$ cat config.mk
export PLATFORM = sky130hd
export DESIGN_NAME = ufgm_walk
export DESIGN_NICKNAME = d
export VERILOG_FILES = /design/src/rtl/core/ufgm_pkg.sv /design/src/rtl/core/ufgm_walk.sv
export SDC_FILE = /design/constraint.sdc
export NUM_CORES = 1
export LEC_CHECK = 0
export ABC_CLOCK_PERIOD_IN_PS = 2800
export BUFFER_PORTS_ARGS = -buffer_cell sky130_fd_sc_hd__clkbuf_2
export CAP_MARGIN = 15
export CORE_MARGIN = 10
export CORE_UTILIZATION = 53
export DETAILED_ROUTE_END_ITERATION = 7
export PLACE_DENSITY = 0.89
export SYNTH_ARGS = -nofsm -noshare
export SYNTH_HDL_FRONTEND = slang
export SYNTH_SLANG_ARGS = --single-unit
$ cat constraint.sdc
create_clock -name clk_i -period 2.8 [get_ports clk_i]
set_input_delay 0.14 -clock clk_i [delete_from_list [all_inputs] [get_ports clk_i]]
set_output_delay 0.14 -clock clk_i [all_outputs]
set_load 0.01 [all_outputs]
$ cat src/rtl/core/ufgm_pkg.sv
`default_nettype none

package ufgm_pkg;

  localparam int unsigned PointCount = 4096;
  localparam int unsigned IdxW       = $clog2(PointCount);
  localparam int unsigned FieldW     = 12;

  typedef logic [IdxW-1:0]   idx_t;
  typedef logic [FieldW-1:0] field_t;

  typedef enum logic [3:0] {
    StInit = 4'b0001,
    StIdle = 4'b0010,
    StStep = 4'b0100,
    StWait = 4'b1000
  } walk_state_e;

  typedef struct packed {
    logic we;
    idx_t waddr;
    idx_t wdata;
    idx_t raddr_a;
    idx_t raddr_b;
  } ram_req_t;

  typedef struct packed {
    logic   linked;
    field_t anchor;
  } result_t;

  typedef struct packed {
    logic busy;
    logic step_on;
  } walk_stat_t;

  // PointCount is a power of two, so the fold is a truncation.
  function automatic idx_t fold_index(input field_t v);
    return idx_t'(v);
  endfunction

endpackage

`default_nettype wire

$ cat src/rtl/core/ufgm_walk.sv
`default_nettype none

module ufgm_walk
  import ufgm_pkg::*;
(
  input  wire logic       clk_i,
  input  wire logic       rst_ni,
  input  wire logic       in_valid_i,
  input  wire field_t     member_i,
  input  wire field_t     master_i,
  input  wire logic       group_start_i,
  output logic            in_ready_o,
  input  wire logic       out_free_i,
  input  wire idx_t       rdata_a_i,
  input  wire idx_t       rdata_b_i,
  output ram_req_t        ram_req_o,
  output logic            res_valid_o,
  output result_t         res_o,
  output walk_stat_t      stat_o
);

  walk_state_e state_q, state_d;
  idx_t        r1_q, r1_d;
  idx_t        r2_q, r2_d;
  idx_t        anchor_q, anchor_d;
  idx_t        cnt_q, cnt_d;
  result_t     pend_q, pend_d;

  idx_t        p1, p2;
  idx_t        anchor_new;
  logic        done;
  logic        linked;

  assign p1 = rdata_a_i;
  assign p2 = rdata_b_i;

  always_comb begin
    state_d           = state_q;
    r1_d              = r1_q;
    r2_d              = r2_q;
    anchor_d          = anchor_q;
    cnt_d             = cnt_q;
    pend_d            = pend_q;
    in_ready_o        = 1'b0;
    res_valid_o       = 1'b0;
    res_o             = pend_q;
    done              = 1'b0;
    linked            = 1'b0;
    anchor_new        = anchor_q;
    ram_req_o.we      = 1'b0;
    ram_req_o.waddr   = r1_q;
    ram_req_o.wdata   = p2;

    case (state_q)
      StInit: begin
        ram_req_o.we    = 1'b1;
        ram_req_o.waddr = cnt_q;
        ram_req_o.wdata = cnt_q;
        cnt_d           = cnt_q + idx_t'(1);
        if (cnt_q == idx_t'(PointCount - 1)) begin
          state_d = StIdle;
        end
      end
      StIdle: begin
        in_ready_o = 1'b1;
        if (in_valid_i) begin
          anchor_new = group_start_i ? fold_index(master_i) : anchor_q;
          anchor_d   = anchor_new;
          r1_d       = fold_index(member_i);
          r2_d       = anchor_new;
          state_d    = StStep;
        end
      end
      StStep: begin
        if (p1 == p2) begin
          done = 1'b1;
        end else if (p1 < p2) begin
          ram_req_o.we    = 1'b1;
          ram_req_o.waddr = r1_q;
          ram_req_o.wdata = p2;
          if (p1 == r1_q) begin
            anchor_d = p2;
            linked   = 1'b1;
            done     = 1'b1;
          end else begin
            r1_d = p1;
          end
        end else begin
          ram_req_o.we    = 1'b1;
          ram_req_o.waddr = r2_q;
          ram_req_o.wdata = p1;
          if (p2 == r2_q) begin
            anchor_d = p1;
            linked   = 1'b1;
            done     = 1'b1;
          end else begin
            r2_d = p2;
          end
        end
        if (done) begin
          pend_d.linked = linked;
          pend_d.anchor = field_t'(anchor_d);
          if (out_free_i) begin
            res_valid_o = 1'b1;
            res_o       = pend_d;
            state_d     = StIdle;
          end else begin
            state_d = StWait;
          end
        end
      end
      StWait: begin
        if (out_free_i) begin
          res_valid_o = 1'b1;
          state_d     = StIdle;
        end
      end
      default: begin
        state_d = StInit;
      end
    endcase

    ram_req_o.raddr_a = r1_d;
    ram_req_o.raddr_b = r2_d;
  end

  assign stat_o.busy    = (state_q != StIdle);
  assign stat_o.step_on = (state_q == StStep) && !done;

  always_ff @(posedge clk_i or negedge rst_ni) begin
    if (!rst_ni) begin
      state_q  <= StInit;
      cnt_q    <= '0;
      anchor_q <= '0;
    end else begin
      state_q  <= state_d;
      cnt_q    <= cnt_d;
      anchor_q <= anchor_d;
    end
  end

  always_ff @(posedge clk_i) begin
    r1_q   <= r1_d;
    r2_q   <= r2_d;
    pend_q <= pend_d;
  end

endmodule

`default_nettype wire

* After elaboration in Yosys (flattened, before gate mapping) *
Index checks and enable logic that the tools add are counted.

operators by class
  equality and inequality tests = 13
  magnitude comparators = 1
  multiplexer cells = 40
  $add $sub $neg = 1
  reductions and logical operators = 6

operators by type and width
  operator               count
  $mux 12                14
  $pmux 12 s2            3
  $pmux 25 s2            1
  $mux 13                3
  $eq 12x12->1           3
  $mux 25                1
  $mux 24                1
  $mux 4                 5
  $pmux 4 s4             1
  $add 12x1->12 const B  1
  $eq 12x12->1 const B   1
  $lt 12x12->1           1
  $mux 1                 10
  $ne 2x2->1 const B     4
  $eq 4x1->1 const B     1
  $eq 4x2->1 const B     1
  $eq 4x3->1 const B     1
  $eq 4x4->1 const B     1
  $ne 4x2->1 const B     1
  $reduce_and 2->1       2
  $reduce_and 4->1       1
  $pmux 1 s2             1
  $reduce_bool 2->1      1
  $logic_and 1x1->1      1
  $logic_not 1->1        1

word-level totals
  logic and storage cells = 68
  register bits after elaboration = 65
  output and inout port bits = 66

* Depth between registers and ports, before layout *
Gate-level depths: netlist (run 1).

  depth in word-level cells = 8
  gate-level depth with buffers = 11
  mapped depth without buffers = 9

* Least setup slack after synthesis (run 1) *
OpenSTA, ideal clock, no wires.

  path type = in2reg
  from = input rdata_b_i[7]
  to = register pend_q[0] (netlist name), enable pin
  library setup time = 382 ps
  stages on the path = 10
  arrival time = 2251 ps
  data required time = 2418 ps
  path buffers = 1
  slack = 167 ps
  cells stage by stage = inv_1 -> ha_1 -> a21oi_2 -> o21ai_2 -> a21oi_4 -> nand3_2 -> mux2_2 -> clkbuf_1 -> nor2_1 -> nor2_1

on the way
  cells in the longest elaborated chain, start to end = 6
  elaborated cells on any way between the ends = 8

ends and longest elaborated chain
  element                                                               line              RTL
  start, declared                                                       ufgm_walk.sv:15   input wire idx_t rdata_b_i,
  parallel branches: the longest is 3 deep, another holds $lt 12x12->1  n/a
  $mux 1 (*)                                                            ufgm_walk.sv:75   if (p1 == p2) begin
  $mux 1 (*)                                                            ufgm_walk.sv:54   case (state_q)
  $reduce_and 2->1 (no line) (*)                                        n/a
  end signal, assigned                                                  ufgm_walk.sv:145  pend_q <= pend_d;
  end, declared                                                         ufgm_walk.sv:27   result_t pend_q, pend_d;

Mark *: on every way between the ends. The select of a mux whose other input is x is not followed.
A chain may end at the register's enable or synchronous reset.

==> impl_metrics.json, run 1 <==
{
  "swShare": 0.328,
  "grt_overflow": 0,
  "p_clk_frac": 0.334,
  "cp_slowest_cell": "dfrtp_2",
  "grt_pass1_vias": 4532,
  "layout_min_cycle_time_ns": 2.72,
  "worst_slew_pin_slew_ns": 0.843,
  "slew-limit-headroom": 0.438,
  "timing.fmax_mhz": 368,
  "synth_edf_count": 13,
  "grt_max_degree": 29,
  "cts_tree": "done",
  "antenna_found_initial": 0,
  "layout-drive-gt1-share": 0.341,
  "synth-seq-area-share": 0.366,
  "drv_slew": 0,
  "p_int_mw": 1.82,
  "drt_iter0_markers": 548,
  "final.period_utilization": 0.971,
  "startpoint_type": "register",
  "avgSynthCellArea_um2": 9.41,
  "cp_cell_sequence": "nor4b_4 > nand2_2 > a31oi_4 > buf_6 > nor2_1 > buf_4 > a221o_1 > clkbuf_2",
  "die_w_um": 110,
  "num_vias": 4615,
  "drv_cap": 0,
  "setup_viol": 0,
  "finalCoreUtilization": 0.702,
  "critical_path.top_delay_family": "buffers and inverters",
  "vias_per_cell": 6.48,
  "crit_buf_inv": 3,
  "grt_pass1_wl_um": 24400,
  "synthCells": 457,
  "dpl.hpwl_um": 12400,
  "clkTransAtPathRegs_ns": 0.08,
  "p_per_area_nw_per_um2": 494,
  "p_leak_nw": 2.53,
  "insertion_delay_ns": 0.36,
  "die_area_um2": 12100,
  "synth_cell_types": 53,
  "core_um2": 7810,
  "finalWirelength_um": 16200,
  "postRouteAntennaNets": 0,
  "cts_setup_buffers": 0,
  "status": "complete, no violations",
  "arrival_ns": 2.58,
  "holdPathStages": 2,
  "yosys_warnings": 0,
  "worst-path-max-fanout": 27,
  "required_ns": 2.66,
  "synthFlopType": "dfrtp_1",
  "endpoint_kind": "output pin",
  "hold_viol_final": 0,
  "worst_hold_slack_ns": 0.0371,
  "tns_ns": 0,
  "firstDrtPassIters": 5,
  "portBuffers": 118,
  "final_cell_mix": "clkbuf_2 (117), a221o_1 (48), nor2_1 (47)",
  "synthesis.area_um2": 4300,
  "drc": 0,
  "worst_ir_drop_vdd_mv": 0.362,
  "hold_class": "in2reg",
  "final_common_cell": "clkbuf_2",
  "cts_buffers": 9,
  "io_pins": 119,
  "critPathMaxStageDelay_ns": 0.49,
  "nets": 671,
  "rsz0062_at_grt": "false",
  "synth_async_sr_flop_share": 0.431,
  "synth_nets": 523,
  "crit_type": "reg2out",
  "post_drt_wl_per_cell_um": 22.8,
  "finClkSkew_ns": 0.00784,
  "dieHeight_um": 110,
  "ys_ff_latch": 65,
  "path_depth": 8,
  "combPwrFrac": 0.259,
  "power_frac_seq": 0.407,
  "cts.htree.levels": 3,
  "area_delta_synth_final_pct": 27.4,
  "diodes": 0,
  "root_buffer": "clkbuf_8",
  "cts_sinks": 65,
  "grt_usage": 0.260,
  "initial_core_util": 0.551,
  "switching_power_mw": 0.888,
  "cts_buffer_depth": 2,
  "gp_congestion": 0.939,
  "rr_worst_depth": 7,
  "rows": 32
}
state kept, by name, indices dropped and copies added (netlist names):
register and count:
pend_q 13, anchor_q 12, r1_q 12, state_q 4, cnt_q 12, r2_q 12
kinds of logic (layout without fill, tap and decap cells):
logic type | Yosys count | after routing | share of synthesized area
adder cells (fa/ha/maj) | 13 | 13 | 0.0378
AO/OA/AOI/OAI | 143 | 143 | 0.275
flip-flops | 65 | 65 | 0.366
buffers and inverters | 58 | 211 | 0.0576
XOR/XNOR | 35 | 35 | 0.0713
AND/OR/NAND/NOR | 127 | 127 | 0.155
multiplexers | 16 | 16 | 0.0378
worst reg2reg max path, stage by stage, from the launching register on:
cell	delay (ns)
dfrtp_2	0.49
nor4b_4	0.38
nand2_2	0.12
a31oi_4	0.18
buf_6	0.25
nand2_1	0.35
o22a_1	0.31
o221a_2	0.12
through the flow:
step                setup WS (ns)  cells  instance area, um^2  power [mW]
global placement            0.137    695                 5230        1.78
CTS                        0.0102    712                 5460        2.70
global route              0.00863    712                 5480        2.80
finish                     0.0813    712                 5480        2.71
detailed placement         0.0430    695                 5230        1.80
floorplan                   0.167    457                 4300        1.48
layer usage:
layer / wire [um] / vias up / track usage
met5: 0 / - / 0
met4: 716 / 0 / 0.119
met3: 1850 / 69 / 0.0662
met2: 7680 / 353 / 0.433
met1: 5970 / 2160 / 0.309
li1: - / 2033 / -
path summary, 6_finish.rpt:
path / start / slack [ns] / endpoint
max: state_q[1] / 0.08 / ram_req_o[36]
min: member_i[3] / 0.04 / r1_q[3]
max reg2reg: state_q[1] / 0.48 / anchor_q[7]
min reg2reg: cnt_q[5] / 0.51 / cnt_q[5]
max in group asynchronous: rst_ni / 1.80 / state_q[1]
min in group asynchronous: rst_ni / 0.42 / anchor_q[8]
power by group through the flow:
stage	Clock, mW	Sequential, mW	Combinational, mW
after detailed placement	0	1.11	0.686
after CTS	0.907	1.10	0.693
after floorplan	0	1.09	0.385
final	0.906	1.10	0.703
after global routing	0.956	1.11	0.740
after global placement	0	1.11	0.671
synth_stat cells (2+ instances only):
master / count / share of area
edfxtp_1: 13 / 0.091
and2_1: 14 / 0.020
xor2_1: 5 / 0.010
o22ai_1: 16 / 0.023
o21ai_0: 2 / 0.0023
mux2i_1: 14 / 0.033
inv_1: 31 / 0.027
nor4b_4: 2 / 0.011
or3_1: 2 / 0.0029
buf_6: 2 / 0.0052
o22a_1: 8 / 0.016
clkbuf_1: 13 / 0.011
buf_2: 12 / 0.014
nand2b_1: 2 / 0.0029
xnor2_1: 30 / 0.061
nand4_1: 12 / 0.017
nor2b_1: 3 / 0.0044
a211oi_1: 5 / 0.0087
o21ai_2: 2 / 0.0041
a221o_1: 48 / 0.11
a21oi_1: 30 / 0.035
a21oi_2: 2 / 0.0041
o2bb2ai_1: 12 / 0.024
nand3_1: 8 / 0.0093
and3_1: 4 / 0.0058
ha_1: 13 / 0.038
dfxtp_1: 24 / 0.11
dfrtp_1: 27 / 0.16
nand2_1: 15 / 0.013
nor3_1: 7 / 0.0081
nor3b_1: 2 / 0.0035
mux2_2: 2 / 0.0052
o221a_2: 8 / 0.021
nor2_1: 48 / 0.042
final cells by class:
class	count	area (um^2)
clock buffers	10	149
clock inverters	6	70.1
fillers	571	2330
inverters	31	116
multi-input cells	334	2500
flip-flops and latches	65	1570
well taps	102	128
repair buffers	164	942
what timing repair did:
action,4_1_cts,5_1_grt
hold buffers,1,0
setup endpoints to repair,12,61
hold endpoints to repair,27,0
resized for setup,1,7
(Power assumes the default switching activity.)
==> inputs of run 2 (changes only) <==
--- a/config.mk
+++ b/config.mk
@@ -8,6 +8,7 @@
 export ABC_CLOCK_PERIOD_IN_PS = 2800
 export BUFFER_PORTS_ARGS = -buffer_cell sky130_fd_sc_hd__clkbuf_2
 export CAP_MARGIN = 15
+export CORE_ASPECT_RATIO = 1.75
 export CORE_MARGIN = 10
 export CORE_UTILIZATION = 53
 export DETAILED_ROUTE_END_ITERATION = 7
==> constraint.sdc (replaced) <==
create_clock -name clk_i -period 2.8 [get_ports clk_i]
set_input_delay 0.42 -clock clk_i [delete_from_list [all_inputs] [get_ports clk_i]]
set_output_delay 0.42 -clock clk_i [all_outputs]
set_load 0.01 [all_outputs]
==> impl_metrics.json, run 2 (synthesis gave the netlist of run 1 again) <==
{
  "final.period_utilization": 1.12,
  "rsz0062_at_grt": "true",
  "r2r_slack_ns": 0.24,
  "cts.htree.levels": 3,
  "clkTransAtPathRegs_ns": 0.05,
  "post_drt_wl_per_cell_um": 25.2,
  "area_delta_synth_final_pct": 46.6,
  "p_per_area_nw_per_um2": 475,
  "status": "finished, violations left",
  "design_area_um2": 6300,
  "crit_type": "in2out",
  "grt_pass1_vias": 4757,
  "slew-limit-headroom": 0.475,
  "diodes": 0,
  "setup_ws_ns": -0.324,
  "hold_viol_final": 0,
  "core_um2": 7910,
  "r2r-start": "r2_q[9]",
  "final_common_cell": "clkbuf_2",
  "required_ns": 2.38,
  "p_leak_nw": 2.79,
  "layout-drive-gt1-share": 0.431,
  "finClkSkew_ns": 0.00722,
  "antenna_found_initial": 0,
  "grt_overflow": 0,
  "firstDrtPassIters": 5,
  "place_area_um2": 5430,
  "dieHeight_um": 139,
  "gp_congestion": 0.991,
  "endpoint_kind": "output pin",
  "largest_reg_flops": 13,
  "vias_per_cell": 6.77,
  "finalWirelength_um": 18300,
  "postRouteAntennaNets": 0,
  "p_total_mw": 2.99,
  "startpoint_type": "primary input",
  "die_w_um": 88.1,
  "initial_core_util": 0.544,
  "grt_max_degree": 29,
  "violations": "setup timing",
  "drt_iter0_markers": 541,
  "cts_buffers": 9,
  "io_pins": 119,
  "drv_slew": 0,
  "setup_viol": 62,
  "drc": 0,
  "rr_worst_depth": 9,
  "arrival_ns": 2.70,
  "hold_class": "in2async",
  "num_vias": 4930,
  "die_area_um2": 12300,
  "final_cell_mix": "clkbuf_2 (85), buf_4 (59), a221o_1 (48)",
  "timing.fmax_mhz": 320,
  "worst-path-max-fanout": 6,
  "layout_min_cycle_time_ns": 3.12,
  "cts_tree": "done",
  "drv_cap": 0,
  "worst_ir_drop_vdd_mv": 0.330,
  "worstReg2RegEnd": "pend_q[7]",
  "cts_sinks": 65,
  "insertion_delay_ns": 0.34,
  "dpl.hpwl_um": 12600,
  "rows": 43,
  "root_buffer": "clkbuf_16",
  "grt_pass1_wl_um": 25300,
  "nets": 699,
  "top_register": "pend_q",
  "fillers": 464,
  "worst_hold_slack_ns": 0.157,
  "grt_usage": 0.261,
  "cts_buffer_depth": 2,
  "portBuffers": 118,
  "worst_slew_pin_slew_ns": 0.787
}
run 2: layer usage:
metal / global-route usage / vias to the layer above / routed length, um
met2: 0.439 / 392 / 8800
met4: 0.161 / 0 / 1220
met1: 0.283 / 2348 / 6340
met5: 0 / - / 0
met3: 0.0582 / 91 / 1990
li1: - / 2099 / -
run 2: final cells by class:
type | instances | area [um^2] | area share
multi-input combinational | 335 | 2840 | 0.450
timing repair buffer | 191 | 1360 | 0.216
sequential | 65 | 1570 | 0.249
clock inverter | 2 | 10.0 | 0.00159
inverter | 31 | 129 | 0.0204
clock buffer | 14 | 285 | 0.0452
tap | 90 | 113 | 0.0179
run 2: worst max path at each step:
stage	to	cells past startpoint	slack [ns]	startpoint
after floorplan	ram_req_o[13]	11	0.008	rdata_b_i[5]
after global placement	ram_req_o[7]	11	-0.20	rdata_b_i[11]
after detailed placement	ram_req_o[7]	11	-0.26	rdata_b_i[11]
after CTS	ram_req_o[7]	13	-0.13	rdata_b_i[9]
after global routing	ram_req_o[7]	12	-0.34	rdata_b_i[9]
final	ram_req_o[7]	12	-0.32	rdata_b_i[9]
run 2: through the flow:
stage          TNS (ns)  setup slack [ns]  utilization  cells
2_1_floorplan         0           0.00760            -    457
3_3_place_gp      -6.27            -0.200        0.686    698
3_5_place_dp     -11.51            -0.260        0.686    698
4_1_cts           -4.94            -0.125        0.742    717
5_1_grt          -11.70            -0.344        0.797    728
6_report          -9.06            -0.324        0.797    728
run 2: timing repair:
item | 4_1_cts | 5_1_grt
gates cloned | 1 | 3
resized for setup | 24 | 114
buffers inserted | 2 | 8
pin swaps | 14 | 18
endpoints found under the setup margin | 62 | 63
hold buffers | 0 | 0
run 2: critical path, stage by stage:
cell and delay (ns):
buf_8 0.08, inv_4 0.03, ha_4 0.25, nand4_1 0.27, or3_4 0.46, nand2_4 0.10, a31oi_4 0.04, and2b_1 0.20
nor2_2 0.26, buf_6 0.18, a221o_1 0.23, buf_2 0.16
run 2: power breakdown:
group | internal, mW | total, mW | switching (mW)
sequential | 1.03 | 1.10 | 0.0734
combinational | 0.376 | 0.782 | 0.405
clock | 0.699 | 1.11 | 0.414
==> inputs of run 3 (changes only) <==
--- a/config.mk
+++ b/config.mk
@@ -5,14 +5,14 @@
 export SDC_FILE = /design/constraint.sdc
 export NUM_CORES = 1
 export LEC_CHECK = 0
-export ABC_CLOCK_PERIOD_IN_PS = 2800
+export ABC_CLOCK_PERIOD_IN_PS = 4050
 export BUFFER_PORTS_ARGS = -buffer_cell sky130_fd_sc_hd__clkbuf_2
 export CAP_MARGIN = 15
 export CORE_ASPECT_RATIO = 1.75
 export CORE_MARGIN = 10
-export CORE_UTILIZATION = 53
+export CORE_UTILIZATION = 57
 export DETAILED_ROUTE_END_ITERATION = 7
-export PLACE_DENSITY = 0.89
+export PLACE_DENSITY = 0.94
 export SYNTH_ARGS = -nofsm -noshare
 export SYNTH_HDL_FRONTEND = slang
 export SYNTH_SLANG_ARGS = --single-unit
==> constraint.sdc (replaced) <==
create_clock -name clk_i -period 4.05 [get_ports clk_i]
set_input_delay 0.6075 -clock clk_i [delete_from_list [all_inputs] [get_ports clk_i]]
set_output_delay 0.6075 -clock clk_i [all_outputs]
set_load 0.01 [all_outputs]
==> impl_metrics.json, run 3 (synthesis gave the netlist of run 1 again) <==
{
  "status": "complete, no violations",
  "cts_setup_buffers": 0,
  "tns_ns": 0,
  "slew-limit-headroom": 0.334,
  "insertion_delay_ns": 0.35,
  "dieHeight_um": 135,
  "worst_slew_pin_slew_ns": 0.971,
  "grt_pass1_vias": 4623,
  "dpl.hpwl_um": 11800,
  "cp_cell_sequence": "clkbuf_2 > inv_1 > ha_1 > nand4_1 > a211o_2 > nand3_2 > mux2i_1 > a21oi_1 > o2bb2ai_1 > clkbuf_2",
  "crit_buf_inv": 3,
  "vias_per_cell": 6.65,
  "cts_tree": "done",
  "drv_cap": 0,
  "grt_max_degree": 29,
  "initial_core_util": 0.591,
  "final_cell_mix": "clkbuf_2 (118), nor2_1 (48), a221o_1 (48)",
  "area_delta_synth_final_pct": 22.5,
  "firstDrtPassIters": 8,
  "drt_iter0_markers": 423,
  "crit_top_cell": "clkbuf_2",
  "postCtsResizedCells": 0,
  "hold_viol_final": 0,
  "cts_buffer_depth": 2,
  "hold_class": "in2async",
  "num_vias": 4417,
  "io_pins": 119,
  "final.period_utilization": 0.930,
  "layout-drive-gt1-share": 0.298,
  "final_common_cell": "clkbuf_2",
  "p_total_mw": 2.01,
  "critical_path.top_delay_family": "multiplexers",
  "die_area_um2": 11600,
  "required_ns": 3.44,
  "gp_congestion": 0.996,
  "holdBufCountCts": 0,
  "finalWirelength_um": 15100,
  "cts_sinks": 65,
  "finClkSkew_ns": 0.00872,
  "timing.fmax_mhz": 265,
  "cts_buffers": 9,
  "cp_slowest_cell": "mux2i_1",
  "layout_min_cycle_time_ns": 3.77,
  "drc": 0,
  "portBuffers": 118,
  "die_w_um": 85.7,
  "crit_type": "in2out",
  "clkTransAtPathRegs_ns": 0.06,
  "cts.htree.levels": 3,
  "diodes": 0,
  "worstReg2RegEnd": "anchor_q[6]",
  "arrival_ns": 3.16,
  "worst_ir_drop_vdd_mv": 0.269,
  "post_drt_wl_per_cell_um": 22.7,
  "rr_worst_depth": 6,
  "root_buffer": "clkbuf_16",
  "critPathMaxStageDelay_ns": 0.82,
  "top_register": "pend_q",
  "rsz0062_at_grt": "false",
  "rows": 41,
  "r2r-start": "state_q[1]",
  "worst-path-max-fanout": 12,
  "antenna_found_initial": 0,
  "fillers": 598,
  "grt_usage": 0.261,
  "grt_pass1_wl_um": 24200,
  "startpoint_type": "primary input",
  "drv_slew": 0,
  "nets": 639,
  "r2r_slack_ns": 1.02,
  "endpoint_kind": "output pin",
  "postRouteAntennaNets": 0,
  "core_um2": 7280,
  "p_leak_nw": 2.39,
  "p_per_area_nw_per_um2": 381,
  "largest_reg_flops": 13,
  "grt_overflow": 0,
  "setup_viol": 0
}
run 3: cell types whose count changed in the layout (fill, tap and decap cells not counted), moves of 10 or more:
cell	previous run	this run
buf_6	25	0
ha_1	2	13
ha_4	10	0
buf_4	59	14
buf_2	13	0
inv_1	21	31
clkbuf_2	85	118
o2bb2ai_1	1	12
run 3: layer usage:
metal  global-route usage  vias up  share of wire
met2                0.436      286           0.50
met1                0.284     2078           0.37
met4                0.167        0          0.058
met3               0.0645       84          0.078
li1                     -     1969              -
met5                    0        -              0
run 3: how the worst max path moves through the flow:
stage,start,endpoint,slack [ns],depth (start not counted)
2_1_floorplan,rdata_b_i[7],ram_req_o[13],0.85,11
3_3_place_gp,rdata_b_i[11],res_o[6],0.40,10
3_5_place_dp,rdata_b_i[10],res_o[7],0.35,10
4_1_cts,rdata_b_i[10],res_o[7],0.34,10
5_1_grt,rdata_b_i[11],res_o[10],0.1,10
6_report,rdata_b_i[10],res_o[7],0.28,10
run 3: layout make-up:
type,count,area [um^2],share of cell area
clock inverters,6,68.8,0.0131
well taps,86,108,0.0204
flip-flops and latches,65,1570,0.298
multi-input cells,334,2480,0.471
clock buffers,10,229,0.0434
repair buffers,132,696,0.132
inverters,31,116,0.0221
run 3: where the power goes:
part / internal, mW / total, mW / switching [mW] / leakage [nW]
Combinational: 0.208 / 0.456 / 0.248 / 1.62
Clock: 0.477 / 0.789 / 0.312 / 0.131
Sequential: 0.708 / 0.762 / 0.0541 / 0.639
Total: 1.39 / 2.01 / 0.614 / 2.39
run 3: worst reg2reg max path: stages, from the launching register on:
cell,delay (ns)
dfrtp_1,0.58
inv_1,0.16
nor3_2,0.32
and2_1,0.55
nand3_1,0.55
a21bo_1,0.54
o221a_2,0.26
run 3: stage by stage:
stage	area (um^2)	worst slack, ns	cells	util	hold slack (ns)
5_1_grt	5270	0.0986	664	0.724	0.386
3_3_place_gp	4970	0.404	648	0.683	0.478
3_5_place_dp	4970	0.348	648	0.683	0.486
6_report	5270	0.283	664	0.724	0.322
4_1_cts	5270	0.345	664	0.724	0.345
2_1_floorplan	4300	0.850	457	-	0.312
